`src/design/fpba_pkg.sv`:
```
// ----------------------------------------------------------------------------
// fpba_pkg
// Shared types, codes and defaults of the fit policy block allocator.
// ----------------------------------------------------------------------------
package fpba_pkg;

  // Default table depth and size width
  localparam int unsigned MaxBlocksDef = 16;
  localparam int unsigned SizeBitsDef  = 16;

  // Fixed field widths
  localparam int unsigned KindW   = 2;
  localparam int unsigned FieldW  = 16;
  localparam int unsigned FidxW   = 4;
  localparam int unsigned StatusW = 3;
  localparam int unsigned IndexW  = 4;
  localparam int unsigned OffsetW = 20;
  localparam int unsigned PolicyW = 2;

  // Request kinds
  localparam logic [KindW-1:0] KIND_LOAD  = 2'd0;
  localparam logic [KindW-1:0] KIND_ALLOC = 2'd1;
  localparam logic [KindW-1:0] KIND_FREE  = 2'd2;

  // Fit policies
  localparam logic [PolicyW-1:0] POL_BEST  = 2'd0;
  localparam logic [PolicyW-1:0] POL_FIRST = 2'd1;
  localparam logic [PolicyW-1:0] POL_WORST = 2'd2;

  // Result status codes
  localparam logic [StatusW-1:0] STAT_OK       = 3'd0;
  localparam logic [StatusW-1:0] STAT_NOFIT    = 3'd1;
  localparam logic [StatusW-1:0] STAT_FULL     = 3'd2;
  localparam logic [StatusW-1:0] STAT_USED_GT  = 3'd3;
  localparam logic [StatusW-1:0] STAT_BAD_IDX  = 3'd4;

  typedef struct packed {
    logic [KindW-1:0]  kind;
    logic [FieldW-1:0] block_size;
    logic [FieldW-1:0] block_used;
    logic [FieldW-1:0] request_size;
    logic [FidxW-1:0]  free_index;
  } req_t;

  typedef struct packed {
    logic [StatusW-1:0] status;
    logic [IndexW-1:0]  chosen_index;
    logic [OffsetW-1:0] chosen_offset;
    logic [FieldW-1:0]  free_after;
  } res_t;

  typedef enum logic [2:0] {
    S_IDLE,
    S_LOAD,
    S_SCAN,
    S_ALLOC_END,
    S_FREE_RD,
    S_FREE_END,
    S_NOP
  } state_e;

  // Datapath operation for the current cycle
  typedef enum logic [2:0] {
    OP_NONE,
    OP_CAPTURE,
    OP_LOAD,
    OP_SCAN,
    OP_ALLOC_END,
    OP_FREE_RD,
    OP_FREE_END,
    OP_NOP_END
  } op_e;

  typedef struct packed {
    op_e op;
  } cmd_t;

  typedef struct packed {
    logic scan_done;
    logic bad_index;
  } stat_t;

endpackage

```
`src/design/fpba_ctrl.sv`:
```
// ----------------------------------------------------------------------------
// fpba_ctrl
// Sequencer: steps each request through load, scan, free or no-op phases.
// ----------------------------------------------------------------------------
module fpba_ctrl (
  input  logic                           clk_i,
  input  logic                           rst_ni,
  input  logic                           start,
  input  logic [fpba_pkg::KindW-1:0]     kind_i,
  input  fpba_pkg::stat_t                stat_i,
  output fpba_pkg::cmd_t                 cmd_o,
  output logic                           busy
);

  fpba_pkg::state_e state_q, state_d;

  always_ff @(posedge clk_i or negedge rst_ni) begin
    if (!rst_ni) begin
      state_q <= fpba_pkg::S_IDLE;
    end else begin
      state_q <= state_d;
    end
  end

  always_comb begin
    state_d    = state_q;
    cmd_o.op   = fpba_pkg::OP_NONE;
    busy       = 1'b1;
    unique case (state_q)
      fpba_pkg::S_IDLE: begin
        busy = 1'b0;
        if (start) begin
          cmd_o.op = fpba_pkg::OP_CAPTURE;
          unique case (kind_i)
            fpba_pkg::KIND_LOAD:  state_d = fpba_pkg::S_LOAD;
            fpba_pkg::KIND_ALLOC: state_d = fpba_pkg::S_SCAN;
            fpba_pkg::KIND_FREE:  state_d = fpba_pkg::S_FREE_RD;
            default:              state_d = fpba_pkg::S_NOP;
          endcase
        end
      end
      fpba_pkg::S_LOAD: begin
        cmd_o.op = fpba_pkg::OP_LOAD;
        state_d  = fpba_pkg::S_IDLE;
      end
      fpba_pkg::S_SCAN: begin
        cmd_o.op = fpba_pkg::OP_SCAN;
        if (stat_i.scan_done) begin
          state_d = fpba_pkg::S_ALLOC_END;
        end
      end
      fpba_pkg::S_ALLOC_END: begin
        cmd_o.op = fpba_pkg::OP_ALLOC_END;
        state_d  = fpba_pkg::S_IDLE;
      end
      fpba_pkg::S_FREE_RD: begin
        cmd_o.op = fpba_pkg::OP_FREE_RD;
        state_d  = stat_i.bad_index ? fpba_pkg::S_IDLE : fpba_pkg::S_FREE_END;
      end
      fpba_pkg::S_FREE_END: begin
        cmd_o.op = fpba_pkg::OP_FREE_END;
        state_d  = fpba_pkg::S_IDLE;
      end
      fpba_pkg::S_NOP: begin
        cmd_o.op = fpba_pkg::OP_NOP_END;
        state_d  = fpba_pkg::S_IDLE;
      end
      default: begin
        state_d = fpba_pkg::S_IDLE;
      end
    endcase
  end

endmodule

```
`src/design/fpba_dp.sv`:
```
// ----------------------------------------------------------------------------
// fpba_dp
// Block tables, scan compare unit, policy register and result register.
// ----------------------------------------------------------------------------
module fpba_dp #(
  parameter int unsigned MAX_BLOCKS = fpba_pkg::MaxBlocksDef,
  parameter int unsigned SIZE_BITS  = fpba_pkg::SizeBitsDef
) (
  input  logic                          clk_i,
  input  logic                          rst_ni,
  input  fpba_pkg::req_t                req_i,
  input  logic                          cfg_valid_i,
  input  logic [fpba_pkg::PolicyW-1:0]  cfg_data_i,
  input  fpba_pkg::cmd_t                cmd_i,
  output fpba_pkg::stat_t               stat_o,
  output fpba_pkg::res_t                result_o,
  output logic                          done_o
);

  localparam int unsigned IW = (MAX_BLOCKS > 1) ? $clog2(MAX_BLOCKS) : 1;
  localparam int unsigned CW = $clog2(MAX_BLOCKS + 1);
  localparam int unsigned XW = (CW > fpba_pkg::FidxW) ? CW : fpba_pkg::FidxW;
  localparam int unsigned OW = fpba_pkg::OffsetW;

  // Tables (contents undefined until loaded)
  logic [SIZE_BITS-1:0] size_mem [MAX_BLOCKS];
  logic [SIZE_BITS-1:0] used_mem [MAX_BLOCKS];
  logic [OW-1:0]        off_mem  [MAX_BLOCKS];

  logic [SIZE_BITS-1:0] rsize_q, rused_q;
  logic [OW-1:0]        roff_q;

  // Captured request
  logic [SIZE_BITS-1:0]       bsize_q, bused_q, req_q;
  logic [fpba_pkg::FidxW-1:0] fidx_q;

  // Control state
  logic [CW-1:0]                count_q, count_d;
  logic [OW-1:0]                next_q, next_d;
  logic [fpba_pkg::PolicyW-1:0] policy_q;
  logic [CW-1:0]                scan_q, scan_d;
  logic                         rd_pend_q, rd_pend_d;
  logic                         found_q, found_d;
  logic                         done_q, done_d;

  // Scan bookkeeping
  logic [IW-1:0]        rd_idx_q;
  logic [IW-1:0]        pick_idx_q;
  logic [SIZE_BITS-1:0] pick_free_q, pick_used_q;
  logic [OW-1:0]        pick_off_q;

  fpba_pkg::res_t res_q, res_d;

  logic                 scan_done, bad_index, full, used_gt;
  logic                 rd_en, we_all, we_used, take, fits, sel;
  logic [IW-1:0]        raddr, waddr;
  logic [SIZE_BITS-1:0] wused, avail;

  assign scan_done = (scan_q == count_q);
  assign bad_index = (XW'(fidx_q) >= XW'(count_q));
  assign full      = (count_q == CW'(MAX_BLOCKS));
  assign used_gt   = (bused_q > bsize_q);

  assign stat_o.scan_done = scan_done;
  assign stat_o.bad_index = bad_index;

  // Candidate evaluation on the entry read in the previous cycle
  assign avail = rsize_q - rused_q;
  assign fits  = (avail >= req_q);

  always_comb begin
    unique case (policy_q)
      fpba_pkg::POL_FIRST: sel = !found_q;
      fpba_pkg::POL_BEST:  sel = !found_q || (pick_free_q >= avail);
      fpba_pkg::POL_WORST: sel = !found_q || (pick_free_q <= avail);
      default:             sel = 1'b0;
    endcase
  end

  assign take = rd_pend_q && fits && sel;

  always_comb begin
    count_d   = count_q;
    next_d    = next_q;
    scan_d    = scan_q;
    found_d   = found_q || take;
    rd_pend_d = 1'b0;
    rd_en     = 1'b0;
    raddr     = scan_q[IW-1:0];
    we_all    = 1'b0;
    we_used   = 1'b0;
    waddr     = count_q[IW-1:0];
    wused     = bused_q;
    done_d    = 1'b0;
    res_d     = '0;
    unique case (cmd_i.op)
      fpba_pkg::OP_CAPTURE: begin
        scan_d  = '0;
        found_d = 1'b0;
      end
      fpba_pkg::OP_LOAD: begin
        done_d = 1'b1;
        if (used_gt) begin
          res_d.status = fpba_pkg::STAT_USED_GT;
        end else if (full) begin
          res_d.status = fpba_pkg::STAT_FULL;
        end else begin
          we_all              = 1'b1;
          count_d             = count_q + CW'(1);
          next_d              = next_q + OW'(bsize_q);
          res_d.status        = fpba_pkg::STAT_OK;
          res_d.chosen_index  = fpba_pkg::IndexW'(count_q);
          res_d.chosen_offset = next_q;
          res_d.free_after    = fpba_pkg::FieldW'(bsize_q - bused_q);
        end
      end
      fpba_pkg::OP_SCAN: begin
        if (!scan_done) begin
          rd_en     = 1'b1;
          rd_pend_d = 1'b1;
          scan_d    = scan_q + CW'(1);
        end
      end
      fpba_pkg::OP_ALLOC_END: begin
        done_d = 1'b1;
        if (found_q) begin
          we_used             = 1'b1;
          waddr               = pick_idx_q;
          wused               = pick_used_q + req_q;
          res_d.status        = fpba_pkg::STAT_OK;
          res_d.chosen_index  = fpba_pkg::IndexW'(pick_idx_q);
          res_d.chosen_offset = pick_off_q;
          res_d.free_after    = fpba_pkg::FieldW'(pick_free_q - req_q);
        end else begin
          res_d.status = fpba_pkg::STAT_NOFIT;
        end
      end
      fpba_pkg::OP_FREE_RD: begin
        raddr = IW'(fidx_q);
        if (bad_index) begin
          done_d       = 1'b1;
          res_d.status = fpba_pkg::STAT_BAD_IDX;
        end else begin
          rd_en = 1'b1;
        end
      end
      fpba_pkg::OP_FREE_END: begin
        done_d              = 1'b1;
        we_used             = 1'b1;
        waddr               = IW'(fidx_q);
        wused               = '0;
        res_d.status        = fpba_pkg::STAT_OK;
        res_d.chosen_index  = fpba_pkg::IndexW'(fidx_q);
        res_d.chosen_offset = roff_q;
        res_d.free_after    = fpba_pkg::FieldW'(rsize_q);
      end
      fpba_pkg::OP_NOP_END: begin
        done_d       = 1'b1;
        res_d.status = fpba_pkg::STAT_OK;
      end
      default: begin
      end
    endcase
  end

  // Table write and registered read
  always_ff @(posedge clk_i) begin
    if (we_all) begin
      size_mem[waddr] <= bsize_q;
      off_mem[waddr]  <= next_q;
    end
    if (we_all || we_used) begin
      used_mem[waddr] <= wused;
    end
    if (rd_en) begin
      rsize_q <= size_mem[raddr];
      rused_q <= used_mem[raddr];
      roff_q  <= off_mem[raddr];
    end
  end

  // Payload registers
  always_ff @(posedge clk_i) begin
    if (cmd_i.op == fpba_pkg::OP_CAPTURE) begin
      bsize_q <= SIZE_BITS'(req_i.block_size);
      bused_q <= SIZE_BITS'(req_i.block_used);
      req_q   <= SIZE_BITS'(req_i.request_size);
      fidx_q  <= req_i.free_index;
    end
    if (rd_en) begin
      rd_idx_q <= raddr;
    end
    if (take) begin
      pick_idx_q  <= rd_idx_q;
      pick_free_q <= avail;
      pick_used_q <= rused_q;
      pick_off_q  <= roff_q;
    end
    if (done_d) begin
      res_q <= res_d;
    end
  end

  // Control registers
  always_ff @(posedge clk_i or negedge rst_ni) begin
    if (!rst_ni) begin
      count_q   <= '0;
      next_q    <= '0;
      policy_q  <= fpba_pkg::POL_BEST;
      scan_q    <= '0;
      rd_pend_q <= 1'b0;
      found_q   <= 1'b0;
      done_q    <= 1'b0;
    end else begin
      count_q   <= count_d;
      next_q    <= next_d;
      scan_q    <= scan_d;
      rd_pend_q <= rd_pend_d;
      found_q   <= found_d;
      done_q    <= done_d;
      if (cfg_valid_i) begin
        policy_q <= cfg_data_i;
      end
    end
  end

  assign result_o = res_q;
  assign done_o   = done_q;

  // done_d is never set in idle and every finishing state returns to idle, so strobes never abut
  a_done_gap: assert property (@(posedge clk_i) disable iff (!rst_ni)
    done_q |=> !done_q)
    else $error("result strobe on consecutive cycles");

  a_count_max: assert property (@(posedge clk_i) disable iff (!rst_ni)
    count_q <= CW'(MAX_BLOCKS))
    else $error("block count beyond table depth");

  a_count_step: assert property (@(posedge clk_i) disable iff (!rst_ni)
    !$stable(count_q) |-> (count_q == $past(count_q) + CW'(1)))
    else $error("block count moved by other than one");

  a_fail_zero: assert property (@(posedge clk_i) disable iff (!rst_ni)
    (done_q && (res_q.status != fpba_pkg::STAT_OK)) |->
      ((res_q.chosen_index == '0) && (res_q.chosen_offset == '0) &&
       (res_q.free_after == '0)))
    else $error("failed result carries nonzero fields");

endmodule

```
`src/design/fit_policy_block_allocator_unit.sv`:
```
// ----------------------------------------------------------------------------
// fit_policy_block_allocator_unit
// Block allocator with first, best and worst fit selection.
// ----------------------------------------------------------------------------
// A request is taken when start is high while busy is low; busy then stays
// high until the request is finished. Every request gives exactly one
// result, shown on result_o for a single cycle while done_o is high. There
// is no back pressure: the receiver must take the result in that cycle. The
// result register is separate from the sequencer, so the next request may
// be issued in the same cycle that the previous result is on the port.
// Steps from one accepted request to the next: load is capture then load;
// free is capture, index read, then free write (no write when the index is
// out of range); an unknown kind is capture then a no-op end; allocate is
// capture, a scan of all loaded blocks, then the allocate write. The scan
// grows with the block count: the block table has a single registered read
// port and the compare unit looks at one block per cycle, in table order.
// The fit policy register is written through cfg_valid_i/cfg_data_i and is
// always ready; write it only while no request is in flight. Policy code 3
// makes every allocate report no fit. On a tie under best or worst fit the
// later block wins. Table contents are not cleared at reset; only entries
// below the block count are ever read.
// ----------------------------------------------------------------------------
module fit_policy_block_allocator_unit #(
  parameter int unsigned MAX_BLOCKS = fpba_pkg::MaxBlocksDef,
  parameter int unsigned SIZE_BITS  = fpba_pkg::SizeBitsDef
) (
  input  logic                          clk_i,
  input  logic                          rst_ni,
  // request side
  input  logic                          start,
  output logic                          busy,
  input  fpba_pkg::req_t                item_i,
  // result side
  output logic                          done_o,
  output fpba_pkg::res_t                result_o,
  // policy register write
  input  logic                          cfg_valid_i,
  output logic                          cfg_ready_o,
  input  logic [fpba_pkg::PolicyW-1:0]  cfg_data_i
);

  fpba_pkg::cmd_t  cmd;
  fpba_pkg::stat_t stat;

  // Policy writes are always accepted
  assign cfg_ready_o = 1'b1;

  // Sequencer: decodes the request kind and steps through the phases
  fpba_ctrl u_ctrl (
    .clk_i  (clk_i),
    .rst_ni (rst_ni),
    .start  (start),
    .kind_i (item_i.kind),
    .stat_i (stat),
    .cmd_o  (cmd),
    .busy   (busy)
  );

  // Tables, scan unit and result register
  fpba_dp #(
    .MAX_BLOCKS (MAX_BLOCKS),
    .SIZE_BITS  (SIZE_BITS)
  ) u_dp (
    .clk_i       (clk_i),
    .rst_ni      (rst_ni),
    .req_i       (item_i),
    .cfg_valid_i (cfg_valid_i),
    .cfg_data_i  (cfg_data_i),
    .cmd_i       (cmd),
    .stat_o      (stat),
    .result_o    (result_o),
    .done_o      (done_o)
  );

endmodule

```
`config.mk`:
```
export PLATFORM = sky130hd
export DESIGN_NAME = fit_policy_block_allocator_unit
export DESIGN_NICKNAME = d
export VERILOG_FILES = /design/src/design/fpba_pkg.sv /design/src/design/fpba_ctrl.sv /design/src/design/fpba_dp.sv /design/src/design/fit_policy_block_allocator_unit.sv
export SDC_FILE = /design/constraint.sdc
export NUM_CORES = 2
export LEC_CHECK = 0
export BUFFER_PORTS_ARGS = -buffer_cell sky130_fd_sc_hd__buf_2
export CORE_UTILIZATION = 55
export CTS_BUF_LIST = sky130_fd_sc_hd__clkbuf_4 sky130_fd_sc_hd__clkbuf_8
export CTS_CLUSTER_SIZE = 12
export DETAILED_ROUTE_END_ITERATION = 7
export GPL_ROUTABILITY_DRIVEN = 0
export PLACE_DENSITY = 0.71
export REMOVE_ABC_BUFFERS = 1
export SYNTH_ARGS = -nofsm -noshare
export SYNTH_HDL_FRONTEND = slang
export SYNTH_SLANG_ARGS = --single-unit
```
`constraint.sdc`:
```
create_clock -name clk_i -period 6.15 [get_ports clk_i]
set_clock_uncertainty 0.15 [all_clocks]
set_input_delay 0.615 -clock clk_i [delete_from_list [all_inputs] [get_ports clk_i]]
set_output_delay 0.615 -clock clk_i [all_outputs]
set_load 0.02 [all_outputs]
```
# ---- Yosys cells after proc, flatten, opt, wreduce, memory -nomap -nowiden
# Memories as Yosys holds them, arrays and structs flattened. A register that Yosys moved wholly into a read port is not among the register bits.
# Cells that the tools add are included.
dict set report totals {
  ff_bits 193
  latchBits 0
  mem_bits_rw 832
  rom_bits 0
  input_bits 60
  out_inout_bits 46
  word_cells 116
  memories 3
}
dict set report classes {
  add_sub_neg 7
  multipliers 0
  div_mod_pow 0
  order_cmp 5
  eq_ne 22
  shift 0
  n_mux 41
  bitwise_logic 2
  reduce_logical 15
}
# memory depth width read_ports rd_clocked_by_memory_dff write_ports line
set memory_table {}
lappend memory_table {u_dp.off_mem 16 20 1 1 1 fpba_dp.sv:28} ;# logic [OW-1:0] off_mem [MAX_BLOCKS];
lappend memory_table {u_dp.size_mem 16 16 1 1 1 fpba_dp.sv:26} ;# logic [SIZE_BITS-1:0] size_mem [MAX_BLOCKS];
lappend memory_table {u_dp.used_mem 16 16 1 1 1 fpba_dp.sv:27} ;# logic [SIZE_BITS-1:0] used_mem [MAX_BLOCKS];
# operator n
set op_table {}
lappend op_table {{40-bit two-way mux} 3}
lappend op_table {{40-bit one-hot mux with 3 select lines} 1}
lappend op_table {{16-bit subtractor} 3}
lappend op_table {{16-bit greater-or-equal comparator} 2}
lappend op_table {{16-bit one-hot mux with 2 select lines} 1}
lappend op_table {{3-bit one-hot mux with 3 select lines} 3}
lappend op_table {{3-bit == test, second input constant} 7}
lappend op_table {{3-bit one-hot mux with 7 select lines} 1}
lappend op_table {{20-bit by 16-bit adder with 20-bit output} 1}
lappend op_table {{16-bit adder} 1}
lappend op_table {{16-bit greater-than comparator} 1}
lappend op_table {{16-bit less-or-equal comparator} 1}
lappend op_table {{1-bit two-way mux} 16}
lappend op_table {{16-bit two-way mux} 1}
lappend op_table {{3-bit by 2-bit == test with 1-bit output, second input constant} 4}
lappend op_table {{3-bit two-way mux} 4}
lappend op_table {{5-bit by 1-bit adder with 5-bit output, second input constant} 2}
lappend op_table {{5-bit one-hot mux with 2 select lines} 1}
lappend op_table {{4-bit two-way mux} 2}
lappend op_table {{4-bit one-hot mux with 2 select lines} 1}
lappend op_table {{3-bit by 1-bit == test with 1-bit output, second input constant} 2}
lappend op_table {{1-bit one-hot mux with 2 select lines} 3}
lappend op_table {{5-bit == test} 1}
lappend op_table {{5-bit == test, second input constant} 1}
lappend op_table {{18 further kinds} 29}

# ---- Logic depth before layout (Yosys ltp)
dict set report logic_depth {
  word_depth 7
  mapped_depth 21
  mapped_depth_nobuf 21
}

# ---- Cells and area by module
# Synthesis repeated with hierarchy kept, for this count alone.
dict set report hier_totals {
  hier_cells 3645
  hier_area_um2 45976.6
}
# module n_inst cells_each area_each_um2 seq_area_each_um2
set modules_own_cells {}
lappend modules_own_cells {fpba_dp 1 3612 45692.6 32075.8}
lappend modules_own_cells {fpba_ctrl 1 31 272.8 75.1}
lappend modules_own_cells {fit_policy_block_allocator_unit 1 2 11.3 0.0}

# ---- Least setup slack after synthesis
# Ideal clock, no wire load.
dict set report synth_path {
  path_kind {register -> register}
  from {register u_dp.rsize_q[0] (read register of u_dp.size_mem)}
  to {register u_dp.pick_free_q[0] (enable)}
  setup_time_ns 0.418
  t_arrival_ns 4.964
  t_required_ns 5.582
  setup_slack_ns 0.618
  path_stages_with_launch 22
  n_path_buf 0
  synth_period_minus_slack_ns 5.532
  cell_sequence {edfxtp_1 > inv_1 > ha_1 > inv_1 > fa_1 > a21o_1 > a221o_1 > o221ai_2 > o21ai_0 > a21oi_1 > o21bai_1 > a21o_1 > xnor2_1 > ha_1 > nand3_1 > nor2_1 > nand3_1 > o21ba_2 > mux2_2 > a211oi_2 > xnor2_1 > o21a_1}
}
dict set report synth_between {
  elab_chain_len 5
  elab_cells_between_ends 9
  classes_between {add/sub (1); order compare (3); mux (1); reduce/logical (4)}
}
# element line
set synth_lines {}
lappend synth_lines {{from (decl)} fpba_dp.sv:30} ;# logic [SIZE_BITS-1:0] rsize_q, rused_q;
lappend synth_lines {{16-bit subtractor (*)} fpba_dp.sv:68} ;# assign avail = rsize_q - rused_q;
lappend synth_lines {{16-bit less-or-equal comparator / 16-bit greater-or-equal comparator (equally long branches)} {fpba_dp.sv:75, fpba_dp.sv:74}}
lappend synth_lines {{1-bit logical OR, on equally long branches} {fpba_dp.sv:75, fpba_dp.sv:74}}
lappend synth_lines {{1-bit one-hot mux with 3 select lines} fpba_dp.sv:72} ;# unique case (policy_q)
lappend synth_lines {{1-bit logical AND (*)} fpba_dp.sv:80} ;# assign take = rd_pend_q && fits && sel;
lappend synth_lines {{via u_dp.take} fpba_dp.sv:55} ;# logic rd_en, we_all, we_used, take, fits, sel;
lappend synth_lines {{to (signal assigned)} fpba_dp.sv:195} ;# pick_free_q <= avail;
lappend synth_lines {{to (decl)} fpba_dp.sv:49} ;# logic [SIZE_BITS-1:0] pick_free_q, pick_used_q;
# The timed path passes the listed nets; every way through them passes the cells marked *.
# A chain may end at the register's enable or synchronous reset.

# ---- Worst setup path after layout
dict set report layout_path {
  from {register u_dp.rused_q[1] (read register of u_dp.used_mem)}
  to {register u_dp.pick_used_q[3] (enable)}
}
dict set report layout_between {
  elab_chain_len 5
  elab_cells_between_ends 9
  classes_between {add/sub (1); order compare (3); mux (1); reduce/logical (4)}
}
# element line
set layout_lines {}
lappend layout_lines {{from (decl)} fpba_dp.sv:30}
lappend layout_lines {{16-bit subtractor (*)} fpba_dp.sv:68}
lappend layout_lines {{16-bit less-or-equal comparator / 16-bit greater-or-equal comparator (equally long branches)} {fpba_dp.sv:75, fpba_dp.sv:74}}
lappend layout_lines {{1-bit logical OR, on equally long branches} {fpba_dp.sv:75, fpba_dp.sv:74}}
lappend layout_lines {{1-bit one-hot mux with 3 select lines} fpba_dp.sv:72}
lappend layout_lines {{1-bit logical AND (*)} fpba_dp.sv:80}
lappend layout_lines {{via u_dp.take} fpba_dp.sv:55}
lappend layout_lines {{to (signal assigned)} fpba_dp.sv:196} ;# pick_used_q <= rused_q;
lappend layout_lines {{to (decl)} fpba_dp.sv:49}
# Marks and branches as above.

==> results.md <==
- Outcome: complete, no violations
- Endpoints failing setup: 0
- TritonCTS clock tree: done
- Top delay family on crit path: compound AO/OA/AOI/OAI gates
- Htree depth: 4
- Total GRT Usage: 0.285
- Distinct cells, synth: 70
- Worst Reg-to-Reg Cells: 20
- Die height: 291 µm
- Vias in the first global route: roughly 30,000
- Most used DFF post-synth: edfxtp_1
- Total congestion overflow: 0
- Largest family of logic cells by synthesized area: simple AND/OR/NAND/NOR gates
- Post-synth top area share: 0.680
- Most common cell after layout, fill and taps aside: edfxtp_1
- CTS max path bufs: 3
- Final WL: around 120,000 µm
- Achievable Freq: about 180 MHz
- Drt drc: 0
- Die X: between 200 and 300 µm
- Largest net degree at the start of global routing: roughly 170
- CTS Buf Count: around 170
- Slowest CP cell: o41ai_1
- Drt first pass iters: 6
- Unrepaired setup endpoints after global routing: no
- Post-synthesis sequential area ratio: 0.701
- Post-route ant nets: 0
- Cells resized by post-CTS repair: 0
- Layout cells sized above 1: 0.128
- Mapped Area: approximately 0.046 mm²
- 1st-iter DRT viols: 3,986
- First-pass GRT wire length: ~180,000 µm
- Slew Limit Fails: 0
- XOR/XNOR Fraction of Synth Area: 0.0149
- Max Cap Violations: 0
- Critical path, cell by cell: inv_1, ha_1, nor2b_1, o21ai_0, a21boi_0, o41ai_1, o311ai_1, a31o_2, a21o_1, xor2_1, ha_1, nand3_1, nor2_1, nand3_1, o21ba_2, mux2_2, a211oi_2, xnor2_1, o21a_4, buf_4
- R2R Path End: u_dp.pick_used_q[3]
- Max-Slew Margin vs Limit: 0.166
- Synth Area in Simple Gates: 0.149
- Synth Area per Inst: ~13 µm²
- Root Driver: clkbuf_8
- CTS sink cnt: between 1,000 and 1,500
- HP Class: in2async
- Most area-hungry cell type in the Yosys netlist: edfxtp_1
- Die area: roughly 0.085 mm²
- Max incr delay on CP: between 700 and 800 ps
- Clk_lat worst skew: about 850 ps
- Area contributors post-synth: edfxtp_1 68%, nand2_1 7.5%, nand3_1 4.8%, ha_1 3.1%, dfrtp_1 2.1%
- PD cells: just under 500 mW/mm²
- Layout fillers: 6,083
- Placed wire-length estimate: between 60,000 and 70,000 µm
- Syn Inst Count: about 3,600
- Most frequent cells in the layout: 1,039 x edfxtp_1, 914 x nand2_1, 439 x nand3_1, 179 x clkbuf_8, 114 x ha_1
- Crit path time final: approximately 5500 ps
- CP required: between 6000 and 7000 ps
- I/O pin cnt: roughly 110
- Number of setup buffers added after CTS: 0
- Worst Tran Pin Value: 1250 ps
- Yosys reg bits: 1,077
- Pleak: 19.0 nW
- Post-synth EDFFs: just over 1,000
- CTS Hold Bufs: just over 60
- Synth Area in Adders: 0.0335
- IO buf count: between 100 and 150
- Clock-pin slew on the worst setup and hold paths: about 60 ps
- Drt via density: 6.08
- Rows: 105
- Post-Place Cell Area: about 0.048 mm²
- Total power: 25.3 mW
- Starting Density: 0.558
- Endpoint type of the worst setup path: flip-flop
- CP startpoint kind: flip-flop
- Fin crit share: 0.896
- Area growth syn-to-layout: 13.0%
- Core area: around 0.082 mm²
- Post-synth ARST share: 0.0353
- Worst-path maximum fanout: 30
- Yosys warns: 0
- Wire length per cell: between 20 and 25 µm
- Final instance area: a little over 0.05 mm²
- Final Hold Viols: 0
- Vias post-DR: ~30,000
- CP Class: reg2reg
- Worst r2r src: u_dp.rused_q[1]
- WP buf/inv: 2
- Worst VDD drop: between 0.3 and 0.4 mV
- R2R Setup Slk: 640 ps
- WP data arrival: approximately 5800 ps
- Post-synthesis mux area share: 0.00251
- Post-synthesis compound-gate area fraction: 0.0704
- Final net count: 4,027
- Initial antenna violation count: 7
routing by layer:
metal,up-vias,track usage,part of all wire
met5,-,0,0.00019
met1,15100,0.396,0.40
met4,4,0.101,0.026
met2,1612,0.444,0.47
met3,239,0.0632,0.10
li1,13800,-,-
cells in the mapped netlist (5+ instances only):
library cell  instances
edfxtp_1           1039
nand2_1             915
nand3_1             439
ha_1                114
inv_1               111
clkbuf_1            110
a311oi_1            104
nor2_1               82
o21ai_0              82
buf_2                71
and3_1               59
a21oi_1              56
a31oi_1              55
xor2_1               41
dfrtp_1              38
xnor2_1              37
nand2b_1             26
a21o_1               21
a222oi_1             20
nor3_1               20
o21a_1               17
a22oi_1              15
nor2b_1              10
o211ai_1             10
nand4_1               8
or3_1                 8
and2_1                7
buf_1                 7
mux2i_1               7
a211oi_1              6
buf_4                 6
a221o_1               5
fa_1                  5
o21bai_1              5
o311ai_0              5
metrics by stage:
stage | TNS, ps | hold WS (ps) | utilization | std cells | setup WS, ps
floorplan | -1574810 | 169 | - | 3434 | -29470
global placement | 0 | 251 | 0.581 | 4682 | 861
detailed placement | 0 | 255 | 0.581 | 4682 | 772
CTS | 0 | 194 | 0.630 | 5052 | 737
global route | 0 | 274 | 0.630 | 5056 | 403
finish | 0 | 268 | 0.630 | 5058 | 641
kinds of logic after synthesis:
family | count (synthesis)
and+or+nand+nor | 1583
DFF | 1077
AOI/OAI and AO/OA | 450
buffers and inverters | 310
adders and majority gates | 120
xor gates and xnor gates | 78
muxes | 11
other | 1
registers in the layout (all words and copies together), names as in the netlist, 20 cells and up:
name,cells
u_dp.off_mem,320
u_dp.pick_off_q,20
u_dp.roff_q,20
u_dp.used_mem,256
u_dp.next_q,20
u_dp.size_mem,256
u_dp.result_o,43
where the power goes:
group | total (mW) | internal, mW | switching, mW
Clock | 5.98 | 3.18 | 2.80
Sequential | 10.4 | 9.59 | 0.768
Combinational | 8.96 | 2.92 | 6.04
cell type report:
| class | count | area [µm²] | area share |
|---|---|---|---|
| well taps | 1070 | 1340 | 0.0258 |
| diodes | 5 | 12.5 | 0.000242 |
| inverters | 114 | 440 | 0.00850 |
| repair buffers | 241 | 1840 | 0.0356 |
| flip-flops and latches | 1077 | 32200 | 0.621 |
| multi-input cells | 2243 | 12700 | 0.245 |
| clock buffers | 229 | 2840 | 0.0548 |
| clock inverters | 79 | 500 | 0.00966 |
worst max-delay path by stage:
stage | start | to | slack (ps) | depth (start not counted)
CTS | u_dp.rsize_q[1] | u_dp.pick_used_q[1] | 740 | 19
finish | u_dp.rused_q[1] | u_dp.pick_used_q[3] | 640 | 20
floorplan | u_ctrl.state_q[1] | u_dp.roff_q[0] | -29470 | 8
detailed placement | u_dp.rsize_q[1] | u_dp.pick_used_q[1] | 770 | 19
global placement | u_dp.rsize_q[1] | u_dp.pick_free_q[0] | 860 | 19
global route | u_dp.rused_q[1] | u_dp.pick_used_q[0] | 400 | 20
worst min-delay path: stages:
cell,delay [ps]
dlygate4sd3_1,530
buf_2,100
buf_4,490
No activity file was read; power rests on OpenSTA's default activity.
